--- config.mk ---
export PLATFORM = sky130hd
export DESIGN_NAME = ohash_front
export DESIGN_NICKNAME = d
export VERILOG_FILES = /design/src/hw/rtl/ohash_pkg.sv /design/src/hw/rtl/ohash_front.sv
export SDC_FILE = /design/constraint.sdc
export NUM_CORES = 1
export LEC_CHECK = 0
export BUFFER_PORTS_ARGS = -buffer_cell sky130_fd_sc_hd__buf_2
export CAP_MARGIN = 20
export CORE_MARGIN = 2
export CORE_UTILIZATION = 52
export DETAILED_ROUTE_END_ITERATION = 7
export HOLD_SLACK_MARGIN = 0.05
export PLACE_DENSITY = 0.84
export SLEW_MARGIN = 20
export SYNTH_ARGS = -nofsm -noshare
export SYNTH_HDL_FRONTEND = slang
export SYNTH_SLANG_ARGS = --single-unit
--- constraint.sdc ---
create_clock -name clk -period 6.9 [get_ports clk]
set_input_delay 0.345 -clock clk [delete_from_list [all_inputs] [get_ports clk]]
set_output_delay 0.345 -clock clk [all_outputs]
set_load 0.03 [all_outputs]
--- src/hw/rtl/ohash_pkg.sv ---
`default_nettype none
package ohash_pkg;

  // request modes
  typedef enum logic [1:0] {
    MODE_FIND   = 2'd0,
    MODE_INSERT = 2'd1,
    MODE_REMOVE = 2'd2,
    MODE_CLEAR  = 2'd3
  } mode_t;

  // result status codes
  typedef enum logic [1:0] {
    ST_DONE    = 2'd0,
    ST_ABSENT  = 2'd1,
    ST_PRESENT = 2'd2,
    ST_FULL    = 2'd3
  } status_t;

  localparam int KEY_BITS = 16;
  localparam int NFV_BITS = 32;

  // request as it travels from front to back
  typedef struct packed {
    mode_t                mode;
    logic [KEY_BITS-1:0]  key;
    logic [63:0]          value;
    // fractional part of key times the depth reciprocal, gives the home slot
    logic [31:0]          home_frac;
  } req_t;

endpackage
`default_nettype wire

--- src/hw/rtl/ohash_front.sv ---
`default_nettype none
// request intake: accepts transactions and holds them in a short queue
module ohash_front #(
  parameter int TABLE_DEPTH = 256,
  parameter int VALUE_BITS  = 32
) (
  input  wire logic                           clk,
  input  wire logic                           rst,
  input  wire logic                           push,
  output logic                                full,
  input  wire ohash_pkg::mode_t               mode,
  input  wire logic [ohash_pkg::KEY_BITS-1:0] lookup_key,
  input  wire logic [VALUE_BITS-1:0]          entry_value,
  output logic                                req_valid,
  output ohash_pkg::req_t                     req,
  input  wire logic                           req_take
);

  // rounded-up reciprocal of the depth, exact for 16-bit keys
  localparam logic [63:0] HOME_RECIP =
    (64'h1_0000_0000 + 64'(TABLE_DEPTH) - 64'd1) / 64'(TABLE_DEPTH);

  // two-entry queue
  ohash_pkg::req_t q [2];
  logic            rd_ptr;
  logic            wr_ptr;
  logic [1:0]      count;
  logic            do_push;
  logic            do_pop;
  ohash_pkg::req_t incoming;
  logic [63:0]     frac_wide;

  assign full      = (count == 2'd2);
  assign req_valid = (count != 2'd0);
  assign req       = q[rd_ptr];
  assign do_push   = push && !full;
  assign do_pop    = req_take && req_valid;
  assign frac_wide = 64'(lookup_key) * HOME_RECIP;

  // classify and widen the value, masked to its width
  always_comb begin
    incoming       = '0;
    incoming.mode  = mode;
    incoming.key   = lookup_key;
    incoming.value[VALUE_BITS-1:0] = entry_value;
    incoming.home_frac = frac_wide[31:0];
  end

  always_ff @(posedge clk) begin
    if (do_push) q[wr_ptr] <= incoming;
    if (rst) begin
      rd_ptr <= 1'b0;
      wr_ptr <= 1'b0;
      count  <= 2'd0;
    end else begin
      if (do_push) wr_ptr <= !wr_ptr;
      if (do_pop)  rd_ptr <= !rd_ptr;
      count <= count + {1'b0, do_push} - {1'b0, do_pop};
    end
  end

endmodule
`default_nettype wire

### After elaboration in Yosys (flattened, before gate mapping)

Memory sizes are Yosys's and may differ from the RTL's. A register that Yosys moved wholly into a read port is not among the register bits.
Index checks and enable logic that the tools add are counted.

| cells by class | value |
|---|---|
| $lt $le $gt $ge | 0 |
| reductions and logical operators | 6 |
| bitwise logic cells | 0 |
| shift operators | 0 |
| add/subtract/negate cells | 2 |
| equal/unequal tests | 1 |
| $mul | 0 |
| multiplexer cells | 4 |
| div/mod/pow operators | 0 |

Operators by type and width:

| cell | number |
|---|---|
| 1-bit two-way mux | 4 |
| 1-bit zero test | 3 |
| 2-bit by 1-bit adder with 2-bit output | 1 |
| 2-bit == test, second input constant | 1 |
| 1-bit logical AND | 2 |
| 2-bit nonzero test | 1 |
| 2-bit by 1-bit subtractor with 2-bit output | 1 |

| storage, ports and cells | value |
|---|---|
| ROM bits | 0 |
| bits in registers | 4 |
| latch bits | 0 |
| memory bits (writable) | 116 |
| memories | 1 |
| output and inout bits | 116 |
| input port bits | 54 |
| logic and storage cells | 17 |

Memory list:

| memory | words | width | read ports | clocked after Yosys merged registers in | write ports | line | text |
|---|---|---|---|---|---|---|---|
| q | 2 | 58 | 1 | 1 | 1 | ohash_front.sv:24 | `ohash_pkg::req_t q [2];` |

### Longest topological paths before layout

Gate-level depths: netlist of run 1.

| logic depth | value |
|---|---|
| depth in word-level cells | 5 |
| depth in mapped cells | 8 |
| depth with buffers taken out | 8 |

### Worst setup path after synthesis of run 1

OpenSTA, ideal clock, no wires.

| timing path | value |
|---|---|
| path kind | reg2reg |
| from | reg count[0] |
| to | mem q[0][10] in the netlist's numbering (enable) |
| arrival time | 1.883 ns |
| stages on the path, launching flop included | 5 |
| slack | 4.612 ns |
| cells stage by stage | dfxtp_1 -> nand2b_2 -> inv_2 -> or3_1 -> inv_1 |

| between the ends | value |
|---|---|
| word-level cells in the longest chain between the ends | 5 |

Ends and longest elaborated chain:

| element | line | text |
|---|---|---|
| start: declaration | ohash_front.sv:27 | `logic [1:0] count;` |
| start signal: assignment | ohash_front.sv:58 | `count <= count + {1'b0, do_push} - {1'b0, do_pop};` |
| 2-bit == test | ohash_front.sv:33 | `assign full = (count == 2'd2);` |
| net full | ohash_front.sv:10 | `output logic full,` |
| 1-bit zero test | ohash_front.sv:36 | `assign do_push = push && !full;` |
| 1-bit logical AND | ohash_front.sv:36 |  |
| 1-bit two-way mux | ohash_front.sv:50 | `if (do_push) q[wr_ptr] <= incoming;` |
| 1-bit two-way mux (implied by the code) | ohash_front.sv:50 |  |
| end: declaration | ohash_front.sv:24 |  |

The timed path passes the listed nets, and every way through them passes these cells.

==> reports/metrics.yaml, run 1 <==
die-area_sq_um: 9050
netlist_area_sq_um: 4320
post_cts_buffers: 0
use_met2_pct: 24.5
setup_viol: 0
numClockSinks: 105
cts.path.max_buffers: 2
max-slew-margin-rel_pct: 42.0
dp.cells: 451
path_max_fanout: 50
fillCellCount: 657
final.min_clock_period_ns: 2.11
busiest_layer: "met2"
fin_skew_ns: 0.0135
initial_core_util_pct: 53.1
ant_nets: 0
final_layout_size_suffix_gt1_share_pct: 49.7
cts_buffers: 9
tightest_slew_ns: 0.869
grt_max_degree: 51
seq_area_sq_um: 3110
grt_pass1_vias: 1964
track_usage_pct: 13.8
drc: 0
drt_pass1_iterations: 4
grt_overflow: 0
first_iter_violations: 56
power.density_nw_per_um2: 388
fmax_ghz: 0.473
via_per_inst: 4.60
slew_viol_final: 0
met1_usage_pct: 15.4
fin_setup_tns_ns: 0
clkLatencyLatePin_ns: 0.36
synth-seq-cells: 105
core-area_sq_um: 8130
end_kind: "output pin"
htreeDepth: 3
hold_buffers: 0
synth_area_per_cell_sq_um: 17.4
place_congestion: 0.637
vias: 2150
post-route-period-util_pct: 30.6
synth_seq_area_share_pct: 71.9
cts_root_buffer: "clkbuf_8"
status: "completed"
routedWlPerCell_microns: 14.2
antenna_found_initial: 0
cts_resized: 0
multi_input_area_sq_um: 898
hold_viol_final: 0
synth_cell_types: 24
required_ns: 6.55
min_path_type: "in2reg"
diodes: 0
io_buffers: 113
dpl.hpwl_microns: 4340
start_kind: "register"
cp.arrival_ns: 1.77
clk_pin_slew_ns: 0.11
areaGrowthSynthToFinish_pct: 13.7
finalNonFillerCells: 467
p_leak_nw: 1.96
grt_pass1_wl_microns: 9240
std_cell_rows: 33
die_x_microns: 95.1
grt.met3_usage_pct: 4.82
vdd_drop_max_mv: 0.205
hp-start: "entry_value[31]"
postRouteWirelength_microns: 6640
cts_tree: "done"
worstSetupPathType: "reg2out"
rsz0062_at_grt: "false"
layout.nets: 413
r2r-start: "count[0]$_SDFF_PP0_"
die_y_microns: 95.1
maxCapViolCount: 0
syn_inst: 248
io_pins: 170
yosysWarnings: 0
==> metal layers <==
layer | wire length, microns | vias up
met3 | 530 | 8
met4 | 81 | 0
met1 | 2570 | 1054
li1 | - | 997
met2 | 3450 | 91
met5 | 0 | -
==> cell families (layout without fill, tap and decap cells) <==
family          count (synthesis)  count (layout)  share of synthesized area, %
flops                         105             105                          71.9
buf+inv                        74             133                          12.2
mux                            50              50                          13.0
simple gates                   11              11                          1.42
compound gates                  3               3                         0.406
fa+ha+maj                       2               2                         0.580
xor+xnor                        2               2                         0.406
other cells                     1              56                        0.0869
==> registers in the layout, indices dropped and copies added (netlist names), named ones only <==
name    count
count       2
rd_ptr      1
q         100
wr_ptr      1
==> cell type report <==
| cell class | instances | area share (%) |
|---|---|---|
| multi-input cells | 124 | 18.3 |
| well taps | 105 | 2.68 |
| repair buffers | 113 | 11.5 |
| clock buffers | 10 | 2.60 |
| clock inverters | 6 | 1.25 |
| flip-flops and latches | 105 | 63.3 |
| inverters | 4 | 0.331 |
==> worst paths after layout <==
path	cells after the start	slack (ns)	to
min	1	0.17	q[0][39]$_DFFE_PP_
max reg2reg	4	4.95	q[0][40]$_DFFE_PP_
min reg2reg	2	0.50	wr_ptr$_SDFFE_PP0P_
max	2	4.79	req[35]
==> stage by stage <==
stage / hold slack, ns / instance area, sq um / util [%] / setup slack [ns] / power [W]
after detailed placement: 0.480 / 4720 / 58.0 / 4.75 / 0.00157
after floorplan: 0.414 / 4520 / - / 4.61 / 0.00144
after global placement: 0.466 / 4710 / 57.9 / 4.79 / 0.00156
after CTS: 0.148 / 4910 / 60.3 / 4.73 / 0.00192
after global routing: 0.134 / 4910 / 60.3 / 4.68 / 0.00200
final: 0.169 / 4910 / 60.3 / 4.79 / 0.00190
==> cells in the mapped netlist <==
cell type  instances  area share (%)
a21oi_1            1            0.12
and2_1             1            0.15
and3_2             1            0.17
buf_2              6            0.70
buf_4             64              11
conb_1             1           0.087
dfxtp_1            5             2.3
edfxtp_1         100              70
ha_1               2            0.58
inv_1              3            0.26
inv_2              1           0.087
mux2_1             4             1.0
mux2_2            46              12
nand2_1            1           0.087
nand2b_2           1            0.20
nor2_1             3            0.26
nor2b_1            1            0.15
nor3_1             1            0.12
o21a_1             1            0.17
o21ai_0            1            0.12
or2_2              1            0.15
or3_1              1            0.15
xnor2_1            1            0.20
xor2_1             1            0.20
==> cells in the final DEF (no fill, tap or decap), types with 2 or more instances in the layout <==
master / n
ha_1: 2
clkbuf_8: 9
mux2_1: 4
edfxtp_1: 100
mux2_2: 46
inv_1: 2
inv_6: 2
buf_2: 113
nor2_1: 3
dfxtp_1: 4
conb_1: 56
==> where the power goes <==
| group | internal, W | switching [W] |
|---|---|---|
| combinational | 0.000219 | 0.000445 |
| clock | 0.000140 | 0.000216 |
| sequential | 0.000815 | 0.0000665 |
| total | 0.00117 | 0.000728 |
==> critical path, stage by stage (launching register included) <==
cell     delay (ns)
dfxtp_4        0.79
mux2_2         0.42
buf_2          0.18
No activity file was read; power rests on OpenSTA's default activity.
==> inputs of run 2 (changes only) <==
--- a/config.mk
+++ b/config.mk
@@ -8,10 +8,10 @@
 export BUFFER_PORTS_ARGS = -buffer_cell sky130_fd_sc_hd__buf_2
 export CAP_MARGIN = 20
 export CORE_MARGIN = 2
-export CORE_UTILIZATION = 52
+export CORE_UTILIZATION = 44
 export DETAILED_ROUTE_END_ITERATION = 7
 export HOLD_SLACK_MARGIN = 0.05
-export PLACE_DENSITY = 0.84
+export PLACE_DENSITY = 0.75
 export SLEW_MARGIN = 20
 export SYNTH_ARGS = -nofsm -noshare
 export SYNTH_HDL_FRONTEND = slang
==> constraint.sdc (replaced) <==
create_clock -name clk -period 1.8 [get_ports clk]
set_input_delay 0.09 -clock clk [delete_from_list [all_inputs] [get_ports clk]]
set_output_delay 0.09 -clock clk [all_outputs]
set_load 0.03 [all_outputs]
==> reports/metrics.yaml, run 2 (same netlist as run 1, synthesis figures left out) <==
status: "completed"
post_cts_buffers: 0
setup_slack_ns: 0.126
final_layout_size_suffix_gt1_share_pct: 44.9
die-area_sq_um: 10600
drt_pass1_iterations: 4
cp_top_family: "flip-flops"
power.density_nw_per_um2: 1350
start_kind: "register"
hold_viol_final: 0
fin_util_pct: 57.4
track_usage_pct: 13.5
critPathBufInv: 2
cp.arrival_ns: 1.58
first_iter_violations: 67
path_cells: "buf_12 -> mux2_2 -> buf_2"
grt_max_degree: 42
io_buffers: 113
cts_tree: "done"
r2r-start: "count[1]$_SDFF_PP0_"
drc: 0
final.min_clock_period_ns: 1.67
final_common_cell: "buf_2"
path_max_fanout: 30
grt_pass1_vias: 2351
via_per_inst: 4.32
cts.path.max_buffers: 2
fmax_ghz: 0.597
min_path_type: "in2reg"
die_x_microns: 103
crit_slowest_cell: "dfxtp_4"
place_ws_ns: 0.206
initial_core_util_pct: 44.8
ant_nets: 0
post-route-period-util_pct: 93.0
htreeDepth: 3
place_congestion: 0.658
fin_setup_tns_ns: 0
vias: 2386
crit_end: "req[52]"
diodes: 0
grt_pass1_wl_microns: 10600
worst_path_largest_cell_delay_ns: 0.45
dp.cells: 485
cts_buffers: 9
seq_area_sq_um: 3110
end_kind: "output pin"
post_dp_cell_area_sq_um: 4850
top_register: "q"
numClockSinks: 105
std_cell_rows: 36
reg2reg_to: "count[1]$_SDFF_PP0_"
core-area_sq_um: 9640
cts_root_buffer: "clkbuf_8"
fin_skew_ns: 0.0129
vdd_drop_max_mv: 0.734
p_leak_nw: 2.21
dpl.hpwl_microns: 4640
die_y_microns: 103
routedWlPerCell_microns: 13.5
multi_input_area_sq_um: 905
slew_viol_final: 0
setup_viol: 0
required_ns: 1.71
areaGrowthSynthToFinish_pct: 28.3
fillCellCount: 782
worstSetupPathType: "reg2out"
clkLatencyLatePin_ns: 0.35
design_area_sq_um: 5540
reg2reg_slack_ns: 0.17
io_pins: 170
antenna_found_initial: 0
rsz0062_at_grt: "false"
clk_pin_slew_ns: 0.09
maxCapViolCount: 0
finalNonFillerCells: 552
layout.nets: 470
rr_worst_depth: 7
reg.largest.list: "q: 100 flops, count: 2 flops"
largest_register_ffs: 100
postRouteWirelength_microns: 7440
layout_common_cells: "buf_2 (113), edfxtp_1 (100), conb_1 (56)"
cp.depth: 3
hp-start: "push"
grt_overflow: 0
[run 2: routing by layer]
layer,global-route usage (%),routed length (microns)
met5,0,0
met4,5.67,100
met3,3.12,431
met2,25.9,4200
met1,13.9,2700
[run 2: worst register-to-register path: cells and delay by family, from the launching register on]
family                   cells  cell delay, ns
adder cells (fa/ha/maj)      2            0.46
flip-flops                   1            0.38
AND/OR/NAND/NOR              2            0.30
AO/OA/AOI/OAI                1            0.23
XOR/XNOR                     1            0.16
buffers and inverters        1            0.04
[run 2: worst min path at each step]
stage	to	slack (ns)	depth (start not counted)
after global placement	q[0][20]$_DFFE_PP_	0.28	1
after floorplan	count[0]$_SDFF_PP0_	0.15	1
after detailed placement	q[1][24]$_DFFE_PP_	0.28	1
after global routing	wr_ptr$_SDFFE_PP0P_	0.16	4
after CTS	wr_ptr$_SDFFE_PP0P_	0.12	4
final	wr_ptr$_SDFFE_PP0P_	0.15	4
[run 2: area by class of cell]
| cell class | count | share of cell area (%) |
|---|---|---|
| Inverter | 4 | 0.384 |
| Timing Repair Buffer | 170 | 20.9 |
| Clock buffer | 9 | 2.24 |
| Tap cell | 133 | 3.01 |
| Multi-Input combinational cell | 124 | 16.3 |
| Clock inverter | 7 | 0.972 |
| Sequential cell | 105 | 56.1 |
[run 2: power by group]
group | leakage, nW | switching, W | internal (W) | total [W]
combinational | 1.15 | 0.00190 | 0.00102 | 0.00292
sequential | 0.976 | 0.000134 | 0.00311 | 0.00325
clock | 0.0892 | 0.000787 | 0.000516 | 0.00130
total | 2.21 | 0.00282 | 0.00465 | 0.00747
[run 2: repair_timing]
action	in CTS	in global routing
gates resized for setup	1	0
endpoints found under the setup margin	2	0
hold buffers	51	0
hold endpoints to repair	105	0
[run 2: stage by stage]
| step | hold slack [ns] | total power [W] |
|---|---|---|
| 3_5_place_dp | 0.282 | 0.00616 |
| 3_3_place_gp | 0.278 | 0.00611 |
| 5_1_grt | 0.161 | 0.00785 |
| 6_report | 0.148 | 0.00747 |
| 2_1_floorplan | 0.154 | 0.00554 |
| 4_1_cts | 0.120 | 0.00756 |
